--- src/rtl/qdv_pkg.sv ---
// ----------------------------------------------------------------------------
// qdv_pkg
// Shared constants for the quadrature decoder with period-based velocity.
// ----------------------------------------------------------------------------
package qdv_pkg;

  localparam int unsigned SCALE_W   = 40;
  localparam int unsigned LIMIT_W   = 32;
  localparam int unsigned OUT_W     = 32;
  localparam int unsigned MODE_W    = 2;
  localparam int unsigned CFG_IDX_W = 2;

  localparam int unsigned S_DATA_W  = 40;
  localparam int unsigned M_DATA_W  = 2 * OUT_W;

  localparam logic [CFG_IDX_W-1:0] REG_STALE_LIMIT = CFG_IDX_W'(0);
  localparam logic [CFG_IDX_W-1:0] REG_VEL_SCALE   = CFG_IDX_W'(1);

  localparam logic [MODE_W-1:0] MODE_SAMPLE = MODE_W'(0);
  localparam logic [MODE_W-1:0] MODE_EDGE_A = MODE_W'(1);
  localparam logic [MODE_W-1:0] MODE_EDGE_B = MODE_W'(2);

  localparam logic [LIMIT_W-1:0] STALE_LIMIT_RST = LIMIT_W'(100000);
  localparam logic [SCALE_W-1:0] VEL_SCALE_RST   = SCALE_W'(65536);

  localparam logic [OUT_W-1:0] VEL_MAX = 32'h7FFF_FFFF;
  localparam logic [OUT_W-1:0] VEL_MIN = 32'h8000_0000;

endpackage

--- src/rtl/quadrature_decoder_with_velocity.sv ---
// ----------------------------------------------------------------------------
// quadrature_decoder_with_velocity
// x4 quadrature decoder for one axis with edge-period velocity.
// ----------------------------------------------------------------------------
// One item in, one item out. A plain sample skips the divider and goes from
// the input to the output register. For an edge item whose interval since the
// previous edge is nonzero, the velocity quotient velocity_scale / interval
// comes from a radix-2 restoring divider that retires one quotient bit per
// cycle over the 40-bit scale; such an item is taken, divided, saturated and
// loaded into the output register. A new item is taken while a finished item
// still waits on the output side. A plain sample whose time since the last
// edge exceeds stale_limit_us reads velocity zero and tuser flags stale.
module quadrature_decoder_with_velocity
  import qdv_pkg::*;
#(
  parameter int unsigned COUNT_WIDTH = 32,
  parameter int unsigned TIME_WIDTH  = 32
) (
  input  logic                 clk_i,
  input  logic                 rst_ni,

  input  logic                 cfg_we_i,
  input  logic [CFG_IDX_W-1:0] cfg_idx_i,
  input  logic [SCALE_W-1:0]   cfg_data_i,

  input  logic                 s_axis_tvalid,
  output logic                 s_axis_tready,
  // [0] line_a, [1] line_b, [33:2] now_us, [39:34] zero
  input  logic [S_DATA_W-1:0]  s_axis_tdata,
  // [1:0] mode
  input  logic [MODE_W-1:0]    s_axis_tuser,

  output logic                 m_axis_tvalid,
  input  logic                 m_axis_tready,
  // [31:0] position_ticks, [63:32] velocity
  output logic [M_DATA_W-1:0]  m_axis_tdata,
  // [0] stale
  output logic                 m_axis_tuser
);

  localparam int unsigned CMP_W = (TIME_WIDTH > LIMIT_W) ? TIME_WIDTH : LIMIT_W;
  localparam int unsigned CNT_W = $clog2(SCALE_W);
  localparam logic [CNT_W-1:0] CNT_LAST = CNT_W'(SCALE_W - 1);

  typedef enum logic [1:0] {
    ST_IDLE,
    ST_DIV,
    ST_VEL,
    ST_FIN
  } state_e;

  state_e                 state_q;
  logic [CNT_W-1:0]       cnt_q;
  logic [LIMIT_W-1:0]     stale_limit_q;
  logic [SCALE_W-1:0]     vel_scale_q;
  logic [COUNT_WIDTH-1:0] tick_count_q;
  logic [TIME_WIDTH-1:0]  last_edge_q;
  logic [OUT_W-1:0]       held_vel_q;
  logic                   m_valid_q;

  logic [TIME_WIDTH-1:0]  dt_q;
  logic [SCALE_W-1:0]     div_q;
  logic [TIME_WIDTH-1:0]  rem_q;
  logic                   down_q;
  logic                   stale_q;
  logic [M_DATA_W-1:0]    m_data_q;
  logic                   m_user_q;

  logic                   in_acc;
  logic                   out_load;
  logic                   is_edge;
  logic                   down_d;
  logic [TIME_WIDTH-1:0]  now_t;
  logic [TIME_WIDTH-1:0]  dt_d;
  logic                   stale_d;
  logic [TIME_WIDTH:0]    rem_sh;
  logic                   q_bit;
  logic [TIME_WIDTH-1:0]  rem_d;
  logic [SCALE_W-1:0]     div_d;
  logic [OUT_W-1:0]       vel_sat;
  logic [OUT_W-1:0]       pos_out;
  logic [OUT_W-1:0]       vel_out;

  assign s_axis_tready = (state_q == ST_IDLE);
  assign in_acc        = s_axis_tvalid && s_axis_tready;
  assign out_load      = (state_q == ST_FIN) && (!m_valid_q || m_axis_tready);

  assign is_edge = (s_axis_tuser == MODE_EDGE_A) || (s_axis_tuser == MODE_EDGE_B);
  assign down_d  = (s_axis_tuser == MODE_EDGE_A) ? (s_axis_tdata[0] == s_axis_tdata[1])
                                                 : (s_axis_tdata[0] != s_axis_tdata[1]);
  assign now_t   = TIME_WIDTH'(s_axis_tdata[33:2]);
  assign dt_d    = now_t - last_edge_q;
  assign stale_d = !is_edge && (CMP_W'(dt_d) > CMP_W'(stale_limit_q));

  assign rem_sh = {rem_q, div_q[SCALE_W-1]};
  assign q_bit  = (rem_sh >= {1'b0, dt_q});
  assign rem_d  = q_bit ? TIME_WIDTH'(rem_sh - {1'b0, dt_q}) : rem_sh[TIME_WIDTH-1:0];
  assign div_d  = {div_q[SCALE_W-2:0], q_bit};

  always_comb begin
    if (down_q) begin
      if ((|div_q[SCALE_W-1:OUT_W]) || (div_q[OUT_W-1] && (|div_q[OUT_W-2:0]))) begin
        vel_sat = VEL_MIN;
      end else begin
        vel_sat = (~div_q[OUT_W-1:0]) + OUT_W'(1);
      end
    end else begin
      vel_sat = (|div_q[SCALE_W-1:OUT_W-1]) ? VEL_MAX : div_q[OUT_W-1:0];
    end
  end

  assign pos_out = OUT_W'(signed'(tick_count_q));
  assign vel_out = stale_q ? '0 : held_vel_q;

  always_ff @(posedge clk_i or negedge rst_ni) begin
    if (!rst_ni) begin
      state_q       <= ST_IDLE;
      cnt_q         <= '0;
      stale_limit_q <= STALE_LIMIT_RST;
      vel_scale_q   <= VEL_SCALE_RST;
      tick_count_q  <= '0;
      last_edge_q   <= '0;
      held_vel_q    <= '0;
      m_valid_q     <= 1'b0;
      m_data_q      <= '0;
      m_user_q      <= 1'b0;
    end else begin
      if (cfg_we_i && (cfg_idx_i == REG_STALE_LIMIT)) begin
        stale_limit_q <= cfg_data_i[LIMIT_W-1:0];
      end
      if (cfg_we_i && (cfg_idx_i == REG_VEL_SCALE)) begin
        vel_scale_q <= cfg_data_i;
      end

      if (out_load) begin
        m_valid_q <= 1'b1;
        m_data_q  <= {vel_out, pos_out};
        m_user_q  <= stale_q;
      end else if (m_axis_tready) begin
        m_valid_q <= 1'b0;
      end

      case (state_q)
        ST_IDLE: begin
          if (in_acc) begin
            cnt_q   <= '0;
            state_q <= ST_FIN;
            if (is_edge) begin
              tick_count_q <= down_d ? tick_count_q - COUNT_WIDTH'(1)
                                     : tick_count_q + COUNT_WIDTH'(1);
              last_edge_q  <= now_t;
              if (dt_d != '0) begin
                state_q <= ST_DIV;
              end
            end
          end
        end
        ST_DIV: begin
          cnt_q <= cnt_q + CNT_W'(1);
          if (cnt_q == CNT_LAST) begin
            state_q <= ST_VEL;
          end
        end
        ST_VEL: begin
          held_vel_q <= vel_sat;
          state_q    <= ST_FIN;
        end
        ST_FIN: begin
          if (out_load) begin
            state_q <= ST_IDLE;
          end
        end
        default: begin
          state_q <= ST_IDLE;
        end
      endcase
    end
  end

  always_ff @(posedge clk_i) begin
    if (in_acc) begin
      dt_q    <= dt_d;
      div_q   <= vel_scale_q;
      rem_q   <= '0;
      down_q  <= down_d;
      stale_q <= stale_d;
    end else if (state_q == ST_DIV) begin
      div_q <= div_d;
      rem_q <= rem_d;
    end
  end

  assign m_axis_tvalid = m_valid_q;
  assign m_axis_tdata  = m_data_q;
  assign m_axis_tuser  = m_user_q;

endmodule

--- config.mk ---
export PLATFORM = sky130hd
export DESIGN_NAME = quadrature_decoder_with_velocity
export DESIGN_NICKNAME = d
export VERILOG_FILES = /design/src/rtl/qdv_pkg.sv /design/src/rtl/quadrature_decoder_with_velocity.sv
export SDC_FILE = /design/constraint.sdc
export NUM_CORES = 1
export LEC_CHECK = 0
export BUFFER_PORTS_ARGS = -buffer_cell sky130_fd_sc_hd__buf_4
export CORE_AREA = 4 4 217 219
export DETAILED_ROUTE_END_ITERATION = 10
export DIE_AREA = 0 0 221 223
export RECOVER_POWER = 100
export SYNTH_ARGS = -nofsm -noshare
export SYNTH_HDL_FRONTEND = slang
export SYNTH_SLANG_ARGS = --single-unit
export TNS_END_PERCENT = 1
--- constraint.sdc ---
create_clock -name clk_i -period 3.77 [get_ports clk_i]
set_input_delay 0.377 -clock clk_i [delete_from_list [all_inputs] [get_ports clk_i]]
set_output_delay 0.377 -clock clk_i [all_outputs]
set_load 0.01 [all_outputs]
# After elaboration in Yosys (flattened, before gate mapping)
# Index checks and enable logic that the tools add are counted.
dict set report word_totals {
  reg_bits 348
  in_bits 89
  output_inout_bits 67
  elab_cells 78
}
dict set report classes {
  add_sub_neg 6
  order_cmp 2
  eq_ne 12
  muxes 19
  bitwise_logic 1
  n_reduce_logical 23
}
# op n
set op_table {}
lappend op_table {{32-bit 2-to-1 mux} 6}
lappend op_table {{40-bit 2-to-1 mux} 2}
lappend op_table {{32-bit by 1-bit adder with 32-bit output, second input constant} 2}
lappend op_table {{32-bit subtractor} 2}
lappend op_table {{33-bit by 32-bit >= comparator with 1-bit output} 1}
lappend op_table {{32-bit greater-than comparator} 1}
lappend op_table {{32-bit NOT} 1}
lappend op_table {{32-bit nonzero test} 1}
lappend op_table {{32-bit by 1-bit subtractor with 32-bit output, second input constant} 1}
lappend op_table {{31-bit OR reduction} 1}
lappend op_table {{6-bit case mux with 2 select lines} 1}
lappend op_table {{2-bit 2-to-1 mux} 5}
lappend op_table {{9-bit OR reduction} 1}
lappend op_table {{2-bit case mux with 4 select lines} 1}
lappend op_table {{8-bit OR reduction} 1}
lappend op_table {{6-bit by 1-bit adder with 6-bit output, second input constant} 1}
lappend op_table {{2-bit by 1-bit == test with 1-bit output, second input constant} 3}
lappend op_table {{2-bit == test, second input constant} 3}
lappend op_table {{6-bit == test, second input constant} 1}
lappend op_table {{1-bit logical AND} 6}
lappend op_table {{6-bit 2-to-1 mux} 1}
lappend op_table {{3-bit AND reduction} 2}
lappend op_table {{2-bit nonzero test} 3}
lappend op_table {{2-bit logical NOT} 2}
lappend op_table {{other kinds (8)} 14}

# Logic depth before layout (Yosys ltp)
# Gate-level depths: netlist of the first run.
dict set report logic_depth {
  ltp_word 6
  depth_mapped 21
  mapped_depth_nobuf 21
}

# Worst setup path before layout of the first run
# Ideal clock, no wire load.
dict set report synth_timing {
  path_type {input to register}
  start {input s_axis_tuser[1]}
  end {register tick_count_q[30] (netlist: pos_out[30])}
  setup_ns 0.133
  arrival_time_ns 4.094
  t_required_ns 3.637
  slack_ns -0.457
  path_stages 16
  path_buffers 0
  path_cell_list {inv_1 -> ha_1 -> xor2_1 -> xnor2_1 -> inv_1 -> fa_1 -> a211oi_1 -> o211ai_1 -> a41oi_1 -> o21ai_1 -> a2111oi_0 -> o41ai_1 -> a211o_1 -> a21oi_1 -> xor2_1 -> o21ai_1}
}
dict set report synth_between {
  elab_chain_len 3
  elab_cells_between_ends 6
  classes_between {eq/ne (2); mux (2); reduce/logical (2)}
}
# item line_no
set synth_lines {}
lappend synth_lines {{from (decl)} quadrature_decoder_with_velocity.sv:31} ;# input logic [MODE_W-1:0] s_axis_tuser,
lappend synth_lines {{2-bit by 1-bit == test with 1-bit output} quadrature_decoder_with_velocity.sv:89} ;# assign down_d = (s_axis_tuser == MODE_EDGE_A) ? (s_axis_tdata[0] == s_axis_tdata[1])
lappend synth_lines {{1-bit 2-to-1 mux} quadrature_decoder_with_velocity.sv:89}
lappend synth_lines {{named net down_d} quadrature_decoder_with_velocity.sv:72} ;# logic down_d;
lappend synth_lines {{32-bit 2-to-1 mux} quadrature_decoder_with_velocity.sv:149} ;# tick_count_q <= down_d ? tick_count_q - COUNT_WIDTH'(1)
lappend synth_lines {{to (signal assigned)} quadrature_decoder_with_velocity.sv:149}
lappend synth_lines {{to (decl)} quadrature_decoder_with_velocity.sv:56} ;# logic [COUNT_WIDTH-1:0] tick_count_q;
# The timed path passes the listed nets, and every way through them passes these cells.
# A chain may end at the register's enable or synchronous reset.

# Final worst setup path of the first run
dict set report layout_timing {
  start {register last_edge_q[7]}
  end {register stale_q, data pin}
}
dict set report layout_between {
  elab_chain_len 3
}
# item line_no
set layout_lines {}
lappend layout_lines {{from (decl)} quadrature_decoder_with_velocity.sv:57} ;# logic [TIME_WIDTH-1:0] last_edge_q;
lappend layout_lines {{from (signal assigned)} quadrature_decoder_with_velocity.sv:151} ;# last_edge_q <= now_t;
lappend layout_lines {{32-bit subtractor} quadrature_decoder_with_velocity.sv:92} ;# assign dt_d = now_t - last_edge_q;
lappend layout_lines {{named net dt_d[26]} quadrature_decoder_with_velocity.sv:74} ;# logic [TIME_WIDTH-1:0] dt_d;
lappend layout_lines {{32-bit greater-than comparator} quadrature_decoder_with_velocity.sv:93} ;# assign stale_d = !is_edge && (CMP_W'(dt_d) > CMP_W'(stale_limit_q));
lappend layout_lines {{1-bit logical AND} quadrature_decoder_with_velocity.sv:93}
lappend layout_lines {{named net stale_d} quadrature_decoder_with_velocity.sv:75} ;# logic stale_d;
lappend layout_lines {{to (signal assigned)} quadrature_decoder_with_velocity.sv:186} ;# stale_q <= stale_d;
lappend layout_lines {{to (decl)} quadrature_decoder_with_velocity.sv:65} ;# logic stale_q;
# The timed path passes the listed nets, and every way through them passes these cells.

==> results.toml, run 1 <==
[placed_design]
dp_hpwl_um = 40580
place_area_mm2 = 0.02312
routabilityCongestion = 0.9166
port_buffers = 149

[finish]
layout.nets = 2693
n_antenna_cell = 0
final_area_mm2 = 0.02442
final_layout_size_suffix_gt1_share_pct = 18.76
utilization_pct = 54.15
syn_to_final_growth_pct = 21.67

[setup_path]
endpoint_kind = "register"
r2r-end = "stale_q"
timing.critical_path.cells = "inv_2, ha_4, buf_6, and4_4, and3_4, o211a_1, a211o_1, o211ai_1, a21oi_2, o22a_1, xor2_2, ha_1, a21o_1, a21oi_2, nor2b_1, o21ai_1, nand2b_1, a21o_1, a21oi_2, o21ai_1, o21a_1"
cp_slowest_cell = "dfrtp_1"
critPathMaxFanout = 2
max_stage_delay_ns = 0.37
cpLargestDelayFamily = "compound AO/OA/AOI/OAI gates"
crit_buf_inv = 2
arrival_ns = 4.36
path_depth = 21
crit_path_frequent_cell = "a21oi_2"
startpoint = "last_edge_q[7]"
r2r_cells = 21
reg2reg_slack_ns = -0.27
cp.required_ns = 4.09
startpoint_type = "register"
critPathKind = "register to register"
reg2reg_from = "last_edge_q[7]"

[power]
p_total_w = 0.02362
power_density_mw_per_mm2 = 967.5
peakVddDrop_uv = 624.2
leakagePower_nw = 11.09

[clock_tree]
cts_sinks = 348
cts_buffers = 42
clockBufferDepth = 3
cts_tree = "built"
clk_pin_slew_ns = 0.06
htree_num_levels = 2
cts-root-buf = "clkbuf_16"
clock_latency_ns = 0.56

[synthesis]
synthCells = 2174
ys_types = 82
synth_nets = 2398
yosysSeqAreaShare_pct = 44.49
synth_area_leaders = "dfrtp_1 (29%), edfxtp_1 (11%), ha_1 (8.2%), nand2_1 (6.1%), o21ai_0 (5.3%)"
synth_edf_count = 74
netlist_area_mm2 = 0.02007
synthArstFlopShare_pct = 69.54
avgSynthCellArea_um2 = 9.231
ys_seq_elements = 348
yosys.area.top_type_share_pct = 29.30
synth-main-ff-cell = "dfrtp_1"
yosysWarnings = 0
synth_most_common_cell = "nand2_1"
yosys-top-cells-count = "nand2_1 (328), dfrtp_1 (235), o21ai_0 (211)"
synth.largest_area_cell = "dfrtp_1"

[global_route]
overflow = 0
grt_pass1_vias = 16532
grt_first_pass_wirelength_um = 88450
track_usage_pct = 21.75
grt_max_degree = 98
antenna_found_initial = 1

[route]
wl_per_cell_um = 17.60
antenna_left = 0
dr.pass1.iters = 5
vias = 16870
route.detailed.drc = 0
wirelength_um = 54570
drt_iter0_drc = 1013
avgViaCountPerCell = 5.442

[floorplanning]
start_util_pct = 44.51
io_pins = 156
num_rows = 78
core_area_mm2 = 0.04509
die_h_um = 223
die_w_um = 221
design.die.area_mm2 = 0.04928

[timing]
period_minus_slack_ns = 4.036
timing.final.ws_setup_ns = -0.2664
maxSlewViolCount = 239
tightest_slew_ns = 2.486
fmax_mhz = 247.7
slew_headroom_pct = -65.72
setup_viol = 1
fin_crit_sh_pct = 107.1
grt_setup_unrepaired = "yes"
finalSetupTns_ns = -0.2664
hold_violations = 0
clock_skew_ns = 0.01095

[min_path]
hold_class = "primary input to register"
min_from = "s_axis_tdata[33]"
hold_end = "last_edge_q[31]"
whs_path_depth = 3

[run_status]
violations = "max-capacitance violations, max-slew violations, negative setup slack"
status = "finished with violations"

[flow_run]
maxCapViolations = 3
## stage by stage
stage / hold slack, ns / instances / setup WS, ns
finish: 0.03249 / 3100 / -0.2664
global route: 0.01305 / 3100 / -0.4964
CTS: 0.00002964 / 3096 / -0.2717
detailed placement: 0.3787 / 3016 / -0.6453
global placement: 0.3756 / 3016 / -0.4835
floorplan: 0.08141 / 2174 / -0.1058
## layer usage
metal / vias to the layer above / global-route usage, % / wire length, µm
li1: 8288 / - / -
met1: 8113 / 31.22 / 25710
met2: 396 / 34.84 / 24900
met3: 73 / 3.605 / 2919
met4: 0 / 4.973 / 1041
met5: - / 0 / 0
## logic make-up after synthesis
group | after synthesis | synth area share [%]
multiplexers | 93 | 5.100
flip-flops | 348 | 44.49
adder cells (fa/ha/maj) | 135 | 8.529
AO/OA/AOI/OAI | 586 | 17.82
AND/OR/NAND/NOR | 703 | 16.21
buffers and inverters | 227 | 4.277
XOR/XNOR | 82 | 3.579
## flip-flops by register name, summed over array words and instances (netlist names)
| register | cells |
|---|---|
| last_edge_q | 32 |
| m_axis_tuser | 1 |
| stale_q | 1 |
| m_axis_tdata | 64 |
| state_q | 2 |
| m_axis_tvalid | 1 |
| stale_limit_q | 32 |
| pos_out | 32 |
| vel_scale_q | 40 |
| dt_q | 32 |
| div_q | 40 |
| held_vel_q | 32 |
| rem_q | 32 |
| cnt_q | 6 |
| down_q | 1 |
## final cells by class
cell class                 instances  area [µm²]
timing repair buffer             342        2277
sequential                       348        8927
fill                            4168       20670
multi-input combinational       1599       10550
tap                              600       750.7
clock buffer                      60        1222
clock inverter                    15       177.7
inverter                         136       514.2
## repair_timing
item                                    CTS  global route
endpoints found under the setup margin    2             6
setup buffers                             4             4
pin swaps                                17            16
hold buffers                              1             0
resized for setup                        19            24
hold endpoints to repair                 73             0
gates cloned                              0             0
## cells in the final DEF, fill, tap and decap left out, drive strengths merged, types with 32 or more instances in the layout
cell type | Yosys | final
o21ai | 230 | 230
nor2 | 132 | 132
nand2b | 55 | 55
xor2 | 37 | 37
xnor2 | 45 | 45
nor3 | 32 | 32
dfrtp | 235 | 235
dfxtp | 32 | 32
ha | 132 | 132
a21oi | 130 | 130
edfxtp | 74 | 74
mux2 | 74 | 74
inv | 136 | 136
clkbuf | 72 | 153
a21o | 45 | 45
buf | 19 | 248
nand2 | 328 | 328
## worst min-delay path, stage by stage
cell     delay [ns]
buf_4          0.09
nand2_1        0.04
nand2_1        0.05
## where the power goes
part	internal, W	leakage [nW]	total (W)	switching, W
Sequential	0.00567	3.90	0.00678	0.00110
Combinational	0.00573	6.52	0.0128	0.00706
Clock	0.00247	0.679	0.00406	0.00159
Total	0.0139	11.1	0.0236	0.00975
## worst max path at each step
stage / to / slack (ns)
final: stale_q / -0.27
after global routing: stale_q / -0.50
after CTS: stale_q / -0.27
after detailed placement: stale_q / -0.65
after global placement: stale_q / -0.48
after floorplan: pos_out[31] / -0.11
Power figures use the tool's default switching activity.
==> inputs of run 2 (changes only) <==
--- a/config.mk
+++ b/config.mk
@@ -9,7 +9,6 @@
 export CORE_AREA = 4 4 217 219
 export DETAILED_ROUTE_END_ITERATION = 10
 export DIE_AREA = 0 0 221 223
-export RECOVER_POWER = 100
 export SYNTH_ARGS = -nofsm -noshare
 export SYNTH_HDL_FRONTEND = slang
 export SYNTH_SLANG_ARGS = --single-unit
==> run 2 against run 1 <==
Against the previous run:
- the flow finishes with violations (negative setup slack)
- sequential cell count unchanged
- power rose by 1.4%
- cell area up 1.6%
- setup slack improved by 0.0070 ns
- global-route usage unchanged
- non-clock buffer count unchanged
- highest routed layer unchanged
- sequential share of layout area is 0.57 points lower
- clock skew hardly changed
- sequential power about the same
==> results.toml, run 2 (synthesized netlist as in run 1, its figures left out) <==
[run_status]
status = "finished with violations"
violations = "negative setup slack"

[clock_tree]
clk_pin_slew_ns = 0.06
clockBufferDepth = 3
cts_tree = "built"
cts-root-buf = "clkbuf_16"
cts_sinks = 348
cts_buffers = 42
clock_latency_ns = 0.57
htree_num_levels = 2

[global_route]
grt_pass1_vias = 16532
antenna_found_initial = 1
grt_max_degree = 98
grt_first_pass_wirelength_um = 88450
overflow = 0
track_usage_pct = 21.75

[route]
route.detailed.drc = 0
vias = 16873
antenna_left = 0
drt_iter0_drc = 1104
dr.pass1.iters = 5
avgViaCountPerCell = 5.443
wirelength_um = 54560
wl_per_cell_um = 17.60

[setup_path]
arrival_ns = 4.35
timing.critical_path.cells = "inv_2, ha_4, buf_6, and4_4, and3_4, o211a_1, a211o_1, o211ai_1, a21oi_2, o22a_1, xor2_2, ha_1, a21o_1, a21oi_2, nor2b_1, o21ai_1, nand2b_1, a21o_1, a21oi_2, o21ai_1, o21a_1"
critPathMaxFanout = 2
cp.required_ns = 4.09
cpLargestDelayFamily = "compound AO/OA/AOI/OAI gates"
max_stage_delay_ns = 0.37
path_depth = 21
r2r_cells = 21
startpoint_type = "register"
crit_path_frequent_cell = "a21oi_2"
endpoint_kind = "register"
critPathKind = "register to register"
crit_buf_inv = 2
cp_slowest_cell = "dfrtp_1"

[timing]
timing.final.ws_setup_ns = -0.2594
clock_skew_ns = 0.01055
grt_setup_unrepaired = "yes"
fin_crit_sh_pct = 106.9
setup_viol = 1
tightest_slew_ns = 1.210
period_minus_slack_ns = 4.029
fmax_mhz = 248.2
hold_violations = 0
slew_headroom_pct = 19.06
maxSlewViolCount = 0

[floorplanning]
start_util_pct = 44.51
core_area_mm2 = 0.04509
die_w_um = 221
io_pins = 156
design.die.area_mm2 = 0.04928
num_rows = 78
die_h_um = 223

[finish]
final_layout_size_suffix_gt1_share_pct = 22.08
fin_cells = 3100
syn_to_final_growth_pct = 23.59
largest_register_ffs = 64
final_cell_mix = "buf_4 (334), nand2_1 (325), dfrtp_1 (235)"
final_area_mm2 = 0.02480
n_antenna_cell = 0
utilization_pct = 55.01
layout_commonest_cell = "buf_4"
layout.nets = 2693

[power]
p_total_w = 0.02396
power_frac_clock_pct = 16.9
switching_share_pct = 40.81
p_seq_share_pct = 28.3
power_density_mw_per_mm2 = 966.0
comb_power_share_pct = 54.8
peakVddDrop_uv = 699.6
p_int_w = 0.01418
p_switching_w = 0.009777
leakagePower_nw = 11.41

[min_path]
whs_path_depth = 3
hold_class = "primary input to register"

[flow_run]
maxCapViolations = 0

[placed_design]
place_inst = 3016
routabilityCongestion = 0.9166
place_area_mm2 = 0.02312
port_buffers = 149
dp_hpwl_um = 40580
[run 2: changes by cell type in the layout (fill, tap and decap cells not counted), sizes merged]
| cell | previous run | this run |
|---|---|---|
| buf | 248 | 341 |
| clkbuf | 153 | 60 |
[run 2: through the flow]
| stage | setup slack [ns] | hold slack [ns] | setup TNS, ns |
|---|---|---|---|
| 2_1_floorplan | -0.1058 | 0.08141 | -0.3142 |
| 3_3_place_gp | -0.4835 | 0.3756 | -2.925 |
| 3_5_place_dp | -0.6453 | 0.3787 | -3.773 |
| 4_1_cts | -0.2717 | 0.00002964 | -0.2717 |
| 5_1_grt | -0.4976 | 0.01305 | -0.5362 |
| 6_report | -0.2594 | 0.03188 | -0.2594 |
[run 2: area by class of cell]
class	count	area, µm²
clock buffer	60	1222
timing repair buffer	342	2626
inverter	136	514.2
multi-input combinational	1599	10580
tap	600	750.7
clock inverter	15	177.7
fill	4078	20290
sequential	348	8927
[run 2: power by group through the flow]
stage	logic [W]	registers (W)	clock network, W
CTS	0.0129	0.00676	0.00417
detailed placement	0.0127	0.00681	0
global placement	0.0124	0.00677	0
finish	0.0131	0.00678	0.00406
global route	0.0147	0.00695	0.00434
floorplan	0.00807	0.00655	0
[run 2: final timing paths]
path,slack [ns],end,from
max,-0.26,stale_q,last_edge_q[7]
min,0.03,last_edge_q[31],s_axis_tdata[33]
max reg2reg,-0.26,stale_q,last_edge_q[7]
min reg2reg,0.48,m_axis_tdata[32],m_axis_tdata[32]
max in group asynchronous,2.49,pos_out[12],rst_ni
min in group asynchronous,0.34,m_axis_tdata[41],rst_ni
[run 2: layer usage]
metal	vias to the layer above	GRT usage (%)	share of wire, %
li1	8285	-	-
met1	8131	31.22	47
met2	389	34.84	46
met3	68	3.605	5.1
met4	0	4.973	1.8
met5	-	0	0
[run 2: worst register-to-register path: stages, from the launching register on]
cell	delay [ns]
dfrtp_1	0.37
inv_2	0.08
ha_4	0.20
buf_6	0.11
and4_4	0.18
and3_4	0.16
o211a_1	0.12
a211o_1	0.32
o211ai_1	0.29
a21oi_2	0.11
o22a_1	0.23
xor2_2	0.17
ha_1	0.31
a21o_1	0.19
a21oi_2	0.13
nor2b_1	0.05
o21ai_1	0.12
nand2b_1	0.07
a21o_1	0.19
a21oi_2	0.12
o21ai_1	0.08
o21a_1	0.18
[run 2: repair_timing]
action / 4_1_cts / 5_1_grt
hold buffers: 1 / 0
pin swaps: 17 / 16
setup buffers: 4 / 4
endpoints found under the setup margin: 2 / 6
gates resized for setup: 19 / 24
hold endpoints to repair: 73 / 0
==> inputs of run 3 (changes only) <==
--- a/config.mk
+++ b/config.mk
@@ -9,6 +9,7 @@
 export CORE_AREA = 4 4 217 219
 export DETAILED_ROUTE_END_ITERATION = 10
 export DIE_AREA = 0 0 221 223
+export MAX_ROUTING_LAYER = met4
 export SYNTH_ARGS = -nofsm -noshare
 export SYNTH_HDL_FRONTEND = slang
 export SYNTH_SLANG_ARGS = --single-unit
==> run 3 against run 2 <==
Against the previous run:
- highest routed layer unchanged
- power shrank 1.1%
- worst hold slack gained 0.0018 ns
- the flow still finishes with violations (negative setup slack)
- utilization shrank 0.12 points
- maximum frequency grew 2.5%
- non-clock buffer count grew 14
- cell area shrank 0.22%
- cell count grew 0.39%
- sequential share of layout area grew 0.078 points
- via count grew 0.73%
==> results.toml, run 3 (synthesized netlist as in run 1, its figures left out) <==
[run_status]
status = "finished with violations"
violations = "negative setup slack"

[route]
vias = 16997
dr.pass1.iters = 5
route.detailed.drc = 0
drt_iter0_drc = 1238
avgViaCountPerCell = 5.462
antenna_left = 0
wl_per_cell_um = 17.69
wirelength_um = 55050

[timing]
timing.final.ws_setup_ns = -0.1602
hold_violations = 0
period_minus_slack_ns = 3.930
maxSlewViolCount = 0
setup_viol = 1
fmax_mhz = 254.4
slew_headroom_pct = 29.96
whs_ns = 0.03365
fin_crit_sh_pct = 104.2
grt_setup_unrepaired = "yes"
clock_skew_ns = 0.02578
tightest_slew_ns = 1.051

[global_route]
antenna_found_initial = 0
track_usage_pct = 22.74
grt_max_degree = 98
grt_first_pass_wirelength_um = 90020
grt_pass1_vias = 16747
overflow = 0

[setup_path]
endpoint_kind = "register"
arrival_ns = 4.26
startpoint_type = "register"
critPathKind = "register to register"
reg2reg_slack_ns = -0.16
r2r_cells = 21
startpoint = "last_edge_q[1]"
r2r-end = "stale_q"
reg2reg_from = "last_edge_q[1]"
cp.required_ns = 4.10
setup.worst_path.end = "stale_q"
critPathMaxFanout = 3

[placed_design]
dp_hpwl_um = 40880
port_buffers = 149
dpl_worst_slack_ns = -0.6429
place_area_mm2 = 0.02314
routabilityCongestion = 0.9165

[finish]
final_layout_size_suffix_gt1_share_pct = 22.13
layout.nets = 2705
utilization_pct = 54.89
syn_to_final_growth_pct = 23.32
n_antenna_cell = 0
largest_register_ffs = 64
layout_commonest_cell = "buf_4"
final.fill_count = 4140
final_area_mm2 = 0.02475
final_cell_mix = "buf_4 (345), nand2_1 (325), dfrtp_1 (235)"

[min_path]
hold_class = "primary input to register"

[floorplanning]
design.die.area_mm2 = 0.04928
num_rows = 78
start_util_pct = 44.51
io_pins = 156
core_area_mm2 = 0.04509
die_w_um = 221
die_h_um = 223

[clock_tree]
clock_latency_ns = 0.58
cts_tree = "built"
clk_pin_slew_ns = 0.06
cts_sinks = 348
clockBufferDepth = 3
cts-root-buf = "clkbuf_16"
htree_num_levels = 2
cts_buffers = 40

[power]
power_density_mw_per_mm2 = 957.4
p_total_w = 0.02370
peakVddDrop_uv = 592.5
leakagePower_nw = 11.40

[flow_run]
maxCapViolations = 0
[run 3: cell types whose count changed in the layout (fill, tap and decap cells not counted), sizes merged]
cell,before,now
clkbuf,60,62
clkinvlp,2,1
inv,136,138
buf,341,350
bufinv,3,1
dlygate4sd3,1,6
clkinv,10,7
[run 3: worst min path at each step]
stage	end	slack [ns]	depth (start not counted)	start
floorplan	cnt_q[0]	0.08	0	rst_ni
global placement	m_axis_tdata[41]	0.40	1	rst_ni
detailed placement	m_axis_tdata[42]	0.40	1	rst_ni
CTS	last_edge_q[23]	0.002	3	s_axis_tdata[25]
global route	last_edge_q[23]	0.03	3	s_axis_tdata[25]
finish	last_edge_q[23]	0.03	3	s_axis_tdata[25]
[run 3: per-layer routing]
layer / wire length (µm) / track usage [%] / up-vias
met5: 0 / - / -
met4: 1078 / 5.214 / 0
met3: 2851 / 3.447 / 70
met2: 25100 / 35.18 / 401
met1: 26020 / 31.96 / 8222
li1: - / - / 8304
[run 3: final cells by class]
class	count	area, µm²	area share [%]
multi-input cells	1599	10540	42.59
flip-flops and latches	348	8927	36.07
repair buffers	356	2731	11.04
clock buffers	62	1175	4.747
well taps	600	750.7	3.033
inverters	136	514.2	2.078
clock inverters	11	110.1	0.4449
[run 3: critical path: stages, from the launching register on]
cell	delay (ns)
dfrtp_1	0.39
inv_1	0.06
ha_1	0.26
nor2b_1	0.14
o31a_1	0.25
buf_4	0.14
o221a_2	0.22
o21a_1	0.19
o21a_1	0.19
nor2_1	0.16
buf_4	0.16
ha_1	0.23
a21o_1	0.16
a21o_1	0.16
a21o_1	0.17
a21oi_1	0.13
nor2b_1	0.05
o21ai_0	0.14
nand2b_1	0.08
a21oi_1	0.14
a21boi_1	0.08
o21a_1	0.19
[run 3: stage by stage]
step | setup TNS, ns | std cells
5_1_grt | -0.3837 | 3112
3_5_place_dp | -3.914 | 3020
2_1_floorplan | -0.3142 | 2174
3_3_place_gp | -3.177 | 3020
6_report | -0.1602 | 3112
4_1_cts | -0.1602 | 3110
[run 3: report_power, final]
| part | leakage [nW] | internal [W] | switching [W] |
|---|---|---|---|
| Clock | 0.633 | 0.00223 | 0.00161 |
| Sequential | 3.90 | 0.00566 | 0.00112 |
| Combinational | 6.87 | 0.00606 | 0.00702 |
| Total | 11.4 | 0.0140 | 0.00974 |
[run 3: what timing repair did]
item	4_1_cts	5_1_grt
setup endpoints to repair	2	7
setup buffers	11	2
gates resized for setup	27	12
hold endpoints to repair	89	0
pin swaps	20	11
hold buffers	6	0
